**src/design/tss_pkg.sv**
```systemverilog
`timescale 1ns / 1ps
// ----------------------------------------------------------------------------
// tss_pkg
// Shared types and constants for the three-stack core.
// ----------------------------------------------------------------------------
package tss_pkg;

   localparam int DEPTH_DEFAULT = 32;
   localparam int WORD_WIDTH    = 32;

   typedef enum logic [1:0] {
      ST_OK    = 2'd0,
      ST_FULL  = 2'd1,
      ST_EMPTY = 2'd2,
      ST_BADID = 2'd3
   } status_type;

   typedef enum logic {
      OP_PUSH = 1'b0,
      OP_POP  = 1'b1
   } op_type;

   typedef enum logic [1:0] {
      STACK_LOW  = 2'd0,
      STACK_DOWN = 2'd1,
      STACK_MID  = 2'd2,
      STACK_BAD  = 2'd3
   } stack_type;

   typedef enum logic [1:0] {
      S_IDLE = 2'd0,
      S_EVAL = 2'd1,
      S_READ = 2'd2
   } state_type;

   // controller to datapath
   typedef struct packed {
      logic load;
      logic eval_done;
      logic read;
      logic read_done;
   } ctl_type;

   // datapath to controller
   typedef struct packed {
      logic pop_hit;
   } stat_type;

endpackage

```
**src/design/tss_ram.sv**
```systemverilog
`timescale 1ns / 1ps
// ----------------------------------------------------------------------------
// tss_ram
// Generic single-write, single-read RAM with registered read data.
// ----------------------------------------------------------------------------
module tss_ram #(
   parameter int WIDTH = 32,
   parameter int DEPTH = 32
) (
   input  logic                     clock,
   input  logic                     wr_en,
   input  logic [$clog2(DEPTH)-1:0] wr_addr,
   input  logic [WIDTH-1:0]         wr_data,
   input  logic                     rd_en,
   input  logic [$clog2(DEPTH)-1:0] rd_addr,
   output logic [WIDTH-1:0]         rd_data
);

   logic [WIDTH-1:0] mem_ff [DEPTH];
   logic [WIDTH-1:0] rd_data_ff;

   always_ff @(posedge clock) begin
      if (wr_en) begin
         mem_ff[wr_addr] <= wr_data;
      end
      if (rd_en) begin
         rd_data_ff <= mem_ff[rd_addr];
      end
   end

   assign rd_data = rd_data_ff;

endmodule

```
**src/design/tss_datapath.sv**
```systemverilog
`timescale 1ns / 1ps
// ----------------------------------------------------------------------------
// tss_datapath
// Request latch, stack pointers, status decision, storage and result register.
// ----------------------------------------------------------------------------
module tss_datapath #(
   parameter int DEPTH = tss_pkg::DEPTH_DEFAULT
) (
   input  logic                              clock,
   input  logic                              reset,
   input  tss_pkg::ctl_type                  ctl,
   output tss_pkg::stat_type                 stat,
   input  logic                              req_operation,
   input  logic [1:0]                        req_stack_id,
   input  logic signed [tss_pkg::WORD_WIDTH-1:0] req_value,
   output logic                              rsp_valid,
   output logic [1:0]                        rsp_status,
   output logic signed [tss_pkg::WORD_WIDTH-1:0] rsp_popped
);

   localparam int PW = $clog2(DEPTH);
   localparam logic [PW-1:0] HALF = PW'(DEPTH / 2);
   localparam logic [PW-1:0] LAST = PW'(DEPTH - 1);
   localparam logic [PW-1:0] ONE  = PW'(1);

   logic                              op_ff;
   logic [1:0]                        id_ff;
   logic [tss_pkg::WORD_WIDTH-1:0]    value_ff;

   logic [PW-1:0] low_ff, low_in;
   logic [PW-1:0] down_ff, down_in;
   logic [PW-1:0] mid_ff, mid_in;

   logic                              rsp_valid_ff;
   logic [1:0]                        rsp_status_ff;
   logic [tss_pkg::WORD_WIDTH-1:0]    rsp_popped_ff;

   tss_pkg::status_type            status;
   logic                           gap_open;
   logic [PW-1:0]                  addr;
   logic                           wr_en;
   logic [tss_pkg::WORD_WIDTH-1:0] rd_data;

   assign gap_open = {1'b0, down_ff} > ({1'b0, mid_ff} + (PW + 1)'(1));

   always_comb begin
      status = tss_pkg::ST_OK;
      addr   = low_ff;
      unique case (tss_pkg::stack_type'(id_ff))
         tss_pkg::STACK_LOW: begin
            if (op_ff == tss_pkg::OP_PUSH) begin
               addr = low_ff + ONE;
               if (low_ff == HALF) status = tss_pkg::ST_FULL;
            end else begin
               addr = low_ff;
               if (low_ff == '0) status = tss_pkg::ST_EMPTY;
            end
         end
         tss_pkg::STACK_DOWN: begin
            if (op_ff == tss_pkg::OP_PUSH) begin
               addr = down_ff - ONE;
               if (!gap_open) status = tss_pkg::ST_FULL;
            end else begin
               addr = down_ff;
               if (down_ff == LAST) status = tss_pkg::ST_EMPTY;
            end
         end
         tss_pkg::STACK_MID: begin
            if (op_ff == tss_pkg::OP_PUSH) begin
               addr = mid_ff + ONE;
               if (!gap_open) status = tss_pkg::ST_FULL;
            end else begin
               addr = mid_ff;
               if (mid_ff == HALF) status = tss_pkg::ST_EMPTY;
            end
         end
         default: begin
            status = tss_pkg::ST_BADID;
         end
      endcase
   end

   assign stat.pop_hit = (op_ff == tss_pkg::OP_POP) && (status == tss_pkg::ST_OK);
   assign wr_en = ctl.eval_done && (op_ff == tss_pkg::OP_PUSH) && (status == tss_pkg::ST_OK);

   always_comb begin
      low_in  = low_ff;
      down_in = down_ff;
      mid_in  = mid_ff;
      if (wr_en || ctl.read_done) begin
         unique case (tss_pkg::stack_type'(id_ff))
            tss_pkg::STACK_LOW:  low_in  = wr_en ? low_ff + ONE : low_ff - ONE;
            tss_pkg::STACK_DOWN: down_in = wr_en ? down_ff - ONE : down_ff + ONE;
            tss_pkg::STACK_MID:  mid_in  = wr_en ? mid_ff + ONE : mid_ff - ONE;
            default: ;
         endcase
      end
   end

   tss_ram #(
      .WIDTH (tss_pkg::WORD_WIDTH),
      .DEPTH (DEPTH)
   ) u_ram (
      .clock   (clock),
      .wr_en   (wr_en),
      .wr_addr (addr),
      .wr_data (value_ff),
      .rd_en   (ctl.read),
      .rd_addr (addr),
      .rd_data (rd_data)
   );

   always_ff @(posedge clock) begin
      if (ctl.load) begin
         op_ff    <= req_operation;
         id_ff    <= req_stack_id;
         value_ff <= req_value;
      end
      if (ctl.eval_done) begin
         rsp_status_ff <= status;
         rsp_popped_ff <= '1;
      end else if (ctl.read_done) begin
         rsp_status_ff <= tss_pkg::ST_OK;
         rsp_popped_ff <= rd_data;
      end
   end

   always_ff @(posedge clock) begin
      if (reset) begin
         low_ff       <= '0;
         down_ff      <= LAST;
         mid_ff       <= HALF;
         rsp_valid_ff <= 1'b0;
      end else begin
         low_ff       <= low_in;
         down_ff      <= down_in;
         mid_ff       <= mid_in;
         rsp_valid_ff <= ctl.eval_done || ctl.read_done;
      end
   end

   assign rsp_valid  = rsp_valid_ff;
   assign rsp_status = rsp_status_ff;
   assign rsp_popped = rsp_popped_ff;

endmodule

```
**src/design/tss_controller.sv**
```systemverilog
`timescale 1ns / 1ps
// ----------------------------------------------------------------------------
// tss_controller
// Sequencer: accept, evaluate, optional storage read, finish.
// ----------------------------------------------------------------------------
module tss_controller (
   input  logic              clock,
   input  logic              reset,
   input  logic              start,
   output logic              busy,
   input  tss_pkg::stat_type stat,
   output tss_pkg::ctl_type  ctl
);

   tss_pkg::state_type state_ff, state_in;

   always_ff @(posedge clock) begin
      if (reset) begin
         state_ff <= tss_pkg::S_IDLE;
      end else begin
         state_ff <= state_in;
      end
   end

   always_comb begin
      state_in = state_ff;
      ctl      = '0;
      busy     = 1'b1;
      unique case (state_ff)
         tss_pkg::S_IDLE: begin
            busy = 1'b0;
            if (start) begin
               ctl.load = 1'b1;
               state_in = tss_pkg::S_EVAL;
            end
         end
         tss_pkg::S_EVAL: begin
            if (stat.pop_hit) begin
               ctl.read = 1'b1;
               state_in = tss_pkg::S_READ;
            end else begin
               ctl.eval_done = 1'b1;
               state_in      = tss_pkg::S_IDLE;
            end
         end
         tss_pkg::S_READ: begin
            ctl.read_done = 1'b1;
            state_in      = tss_pkg::S_IDLE;
         end
         default: begin
            state_in = tss_pkg::S_IDLE;
         end
      endcase
   end

endmodule

```
**src/design/three_stacks_shared_memory_core.sv**
```systemverilog
`timescale 1ns / 1ps
// ----------------------------------------------------------------------------
// three_stacks_shared_memory_core
// Three LIFO stacks in one shared memory of DEPTH words.
// ----------------------------------------------------------------------------
// An item is taken when start is high and busy is low. Its result appears on
// rsp_status and rsp_popped for one cycle with rsp_valid high and must be
// taken then: there is no way to hold it off. A push, a refused push, a pop
// of an empty stack or a bad stack id takes its result from the evaluate
// state into the result register; a successful pop adds a read state for the
// registered read port of the storage RAM. The next item can be accepted in
// the cycle the result is shown, and not before the last one is through.
// ----------------------------------------------------------------------------
module three_stacks_shared_memory_core #(
   parameter int DEPTH = tss_pkg::DEPTH_DEFAULT
) (
   input  logic                                  clock,
   input  logic                                  reset,
   input  logic                                  start,
   output logic                                  busy,
   input  logic                                  req_operation,
   input  logic [1:0]                            req_stack_id,
   input  logic signed [tss_pkg::WORD_WIDTH-1:0] req_value,
   output logic                                  rsp_valid,
   output logic [1:0]                            rsp_status,
   output logic signed [tss_pkg::WORD_WIDTH-1:0] rsp_popped
);

   tss_pkg::ctl_type  ctl;
   tss_pkg::stat_type stat;

   tss_controller u_controller (
      .clock (clock),
      .reset (reset),
      .start (start),
      .busy  (busy),
      .stat  (stat),
      .ctl   (ctl)
   );

   tss_datapath #(
      .DEPTH (DEPTH)
   ) u_datapath (
      .clock         (clock),
      .reset         (reset),
      .ctl           (ctl),
      .stat          (stat),
      .req_operation (req_operation),
      .req_stack_id  (req_stack_id),
      .req_value     (req_value),
      .rsp_valid     (rsp_valid),
      .rsp_status    (rsp_status),
      .rsp_popped    (rsp_popped)
   );

endmodule
```
**config.mk**
```make
export PLATFORM = sky130hd
export DESIGN_NAME = three_stacks_shared_memory_core
export DESIGN_NICKNAME = d
export VERILOG_FILES = /design/src/design/tss_pkg.sv /design/src/design/tss_ram.sv /design/src/design/tss_datapath.sv /design/src/design/tss_controller.sv /design/src/design/three_stacks_shared_memory_core.sv
export SDC_FILE = /design/constraint.sdc
export NUM_CORES = 1
export LEC_CHECK = 0
export BUFFER_PORTS_ARGS = -buffer_cell sky130_fd_sc_hd__buf_2
export CORE_UTILIZATION = 45
export CTS_CLUSTER_SIZE = 28
export DETAILED_ROUTE_END_ITERATION = 8
export PLACE_DENSITY = 0.59
export SYNTH_ARGS = -nofsm -noshare
export SYNTH_HDL_FRONTEND = slang
export SYNTH_SLANG_ARGS = --single-unit
```
**constraint.sdc**
```tcl
create_clock -name clock -period 7.65 [get_ports clock]
set_input_delay 0.765 -clock clock [delete_from_list [all_inputs] [get_ports clock]]
set_output_delay 0.765 -clock clock [all_outputs]
set_load 0.1 [all_outputs]
```
==> impl_metrics.yaml <==
global_route:
  grt_overflow_total: 0
  grt_pass1_vias: 25800
  grt_pass1_wl_um: 178000
  grt_max_degree: 130
  antenna_found_initial: 1
  groute.usage.overall_pct: 24.0
clock_network:
  numCtsBuffers: 113
  root_buffer: "clkbuf_16"
  cts_tree: "yes"
  cts_max_path_buffers: 3
  h-tree-depth: 3
  insertion_delay_ns: 0.71
  cts.sink_count: 1143
  path_clk_slew_ns: 0.06
  cts-resized-gates: 0
  postCtsSetupBuffers: 0
  hold_buffers: 0
synth:
  synth_compound_area_share_pct: 3.38
  synth_top_area_share_pct: 72.7
  synth_area_leaders: "edfxtp_1, mux2i_1, nand2_1"
  syn_area_per_cell_um2: 15.1
  ys_seq_area_share_pct: 74.9
  synth_cell_types: 61
  synth-adder-area-share_pct: 0.327
  syn_area_um2: 45100
  synth_top_family_by_area: "simple AND/OR/NAND/NOR gates"
  synthArstFlopShare_pct: 0
  synth_edf_count: 1093
  synthFlopType: "edfxtp_1"
  synth_mux_area_share_pct: 8.75
  ys_warn_count: 0
  synth_simple_gate_area_share_pct: 10.2
  synth_xor_area_share_pct: 0.261
  syn_nets: 3046
  synth-seq-cells: 1143
  synth_area_leader_cell: "edfxtp_1"
  synth_cells: 2997
sta:
  grt_setup_unrepaired: "false"
  finClkSkew_ns: 0.0410
  fin_crit_ns: 4.98
  timing.fmax_mhz: 201
  finalSetupTns_ns: 0
  setup_viol: 0
  slew-limit-headroom_pct: 5.37
  hold_viol: 0
  finalMaxSlewViolations: 0
  final.period_utilization_pct: 65.1
  worst_pin_slew_ns: 1.42
power:
  p_int_uw: 10700
  power_frac_seq_pct: 49.6
  comb_power_share_pct: 9.8
  p_clk_share_pct: 40.6
  leakage_uw: 0.0175
  p_total_uw: 14200
  ir_drop_v: 0.000189
  swShare_pct: 24.6
  p_per_area_nw_per_um2: 279
  p_sw_uw: 3500
finish:
  fillerInstances: 8036
  layout.cells.non_filler: 4458
  fin_nets: 3122
  final_common_cell: "edfxtp_1"
  final_cell_mix: "edfxtp_1, nand2_1, mux2i_1"
  drive_gt1_share_pct: 12.5
  diodes: 0
  fin_util_pct: 51.6
  areaGrowthSynthToFinish_pct: 13.1
critical_path:
  crit_fanout: 42
  worstPathRequired_ns: 8.04
  endpoint_kind: "flop"
  worstPathArrival_ns: 5.37
  crit_path_start_kind: "flop"
  path_class: "flop to flop"
floorplanning:
  die_x_um: 319
  core.rowCount: 115
  ios: 74
  die_area_um2: 102000
  die_h_um: 319
  core_area_um2: 98900
  start_util_pct: 45.7
drt:
  wl_per_cell_um: 27.4
  drtPass1Iterations: 6
  via_count: 26100
  drc: 0
  drtIter0Drc: 3013
  via_per_inst: 5.86
  ant_nets: 0
  drt_wl_total_um: 122000
placed_design:
  gp_congestion: 0.818
  hpwl_um: 65500
  placed_cells: 4245
  place.port_buffers: 73
hold_path:
  hp-class: "primary input to flop"
run:
  drv_cap: 0
status:
  outcome: "finished clean"
[power by group through the flow]
| stage | Clock, µW | Combinational (µW) | Sequential (µW) |
|---|---|---|---|
| 6_report | 5780 | 1390 | 7050 |
| 4_1_cts | 5860 | 1390 | 7050 |
| 3_3_place_gp | 0 | 1380 | 7180 |
| 5_1_grt | 6090 | 1480 | 7060 |
| 3_5_place_dp | 0 | 1390 | 7180 |
| 2_1_floorplan | 0 | 811 | 7320 |
[critical path, stage by stage (launching register included)]
cell	delay, ns
edfxtp_1	0.65
nor2b_1	0.35
a222oi_1	0.77
o21a_4	0.64
nand3_1	0.74
nor2_4	1.15
buf_4	0.35
[sequential cells by signal, summed over array words and instances, names as in the netlist]
signal,flops
u_datapath.down_ff,5
u_datapath.rsp_status,2
u_datapath.op_ff,1
u_datapath.low_ff,5
u_datapath.value_ff,32
u_controller.state_ff,2
u_datapath.id_ff,2
u_datapath.u_ram.mem_ff,1024
u_datapath.rsp_popped,32
u_datapath.u_ram.rd_data,32
u_datapath.rsp_valid,1
u_datapath.mid_ff,5
[metal layers]
layer,vias up,part of all wire (%),track usage (%)
met3,185,7.3,4.00
met5,-,0.011,0
met1,13300,42,33.4
met2,1113,48,38.8
met4,2,2.6,6.98
li1,11600,-,-
[synthesized netlist by cell type, types with 8 or more instances]
cell         n
edfxtp_1  1093
nand2_1    597
mux2i_1    389
nand3_1    304
a32oi_1    129
buf_2      100
clkbuf_1    67
dfxtp_1     50
nor2_1      44
nand4_1     33
nor4_1      19
buf_4       17
inv_1       12
ha_1        11
a21oi_1     10
nor2b_1     10
o21ai_0      9
and3_1       8
xnor2_1      8
[cell type report]
| type | instances | area, µm² | share of cell area [%] |
|---|---|---|---|
| clock buffers | 137 | 3050 | 5.98 |
| clock inverters | 76 | 840 | 1.64 |
| inverters | 14 | 52.6 | 0.103 |
| multi-input cells | 1649 | 10600 | 20.8 |
| flip-flops and latches | 1143 | 33800 | 66.3 |
| well taps | 1287 | 1610 | 3.15 |
| repair buffers | 152 | 1030 | 2.02 |
[final timing paths]
check | depth (start not counted) | from | slack, ns | end
min | 1 | req_value[26] | 0.23 | u_datapath.value_ff[26]$_DFFE_PP_
max | 6 | u_datapath.id_ff[1]$_DFFE_PP_ | 2.67 | u_datapath.u_ram.mem_ff[5][21]$_DFFE_PP_
min reg2reg | 2 | u_datapath.u_ram.rd_data[8]$_DFFE_PP_ | 0.46 | u_datapath.rsp_popped[8]$_SDFFE_PP1P_
max reg2reg | 6 | u_datapath.id_ff[1]$_DFFE_PP_ | 2.67 | u_datapath.u_ram.mem_ff[5][21]$_DFFE_PP_
[stage by stage]
stage | cell area [µm²] | setup WS, ns | hold slack [ns]
2_1_floorplan | 45100 | 1.76 | 0.433
3_3_place_gp | 47200 | 2.66 | 0.444
3_5_place_dp | 47200 | 2.65 | 0.445
4_1_cts | 51100 | 2.62 | 0.188
5_1_grt | 51100 | 2.34 | 0.193
6_report | 51100 | 2.67 | 0.230
[cell families after synthesis]
family | Yosys count
DFF | 1143
buffers and inverters | 205
AOI/OAI and AO/OA | 188
and+or+nand+nor | 1044
adders and majority gates | 12
muxes | 394
xor gates and xnor gates | 11
Power figures use the tool's default switching activity.
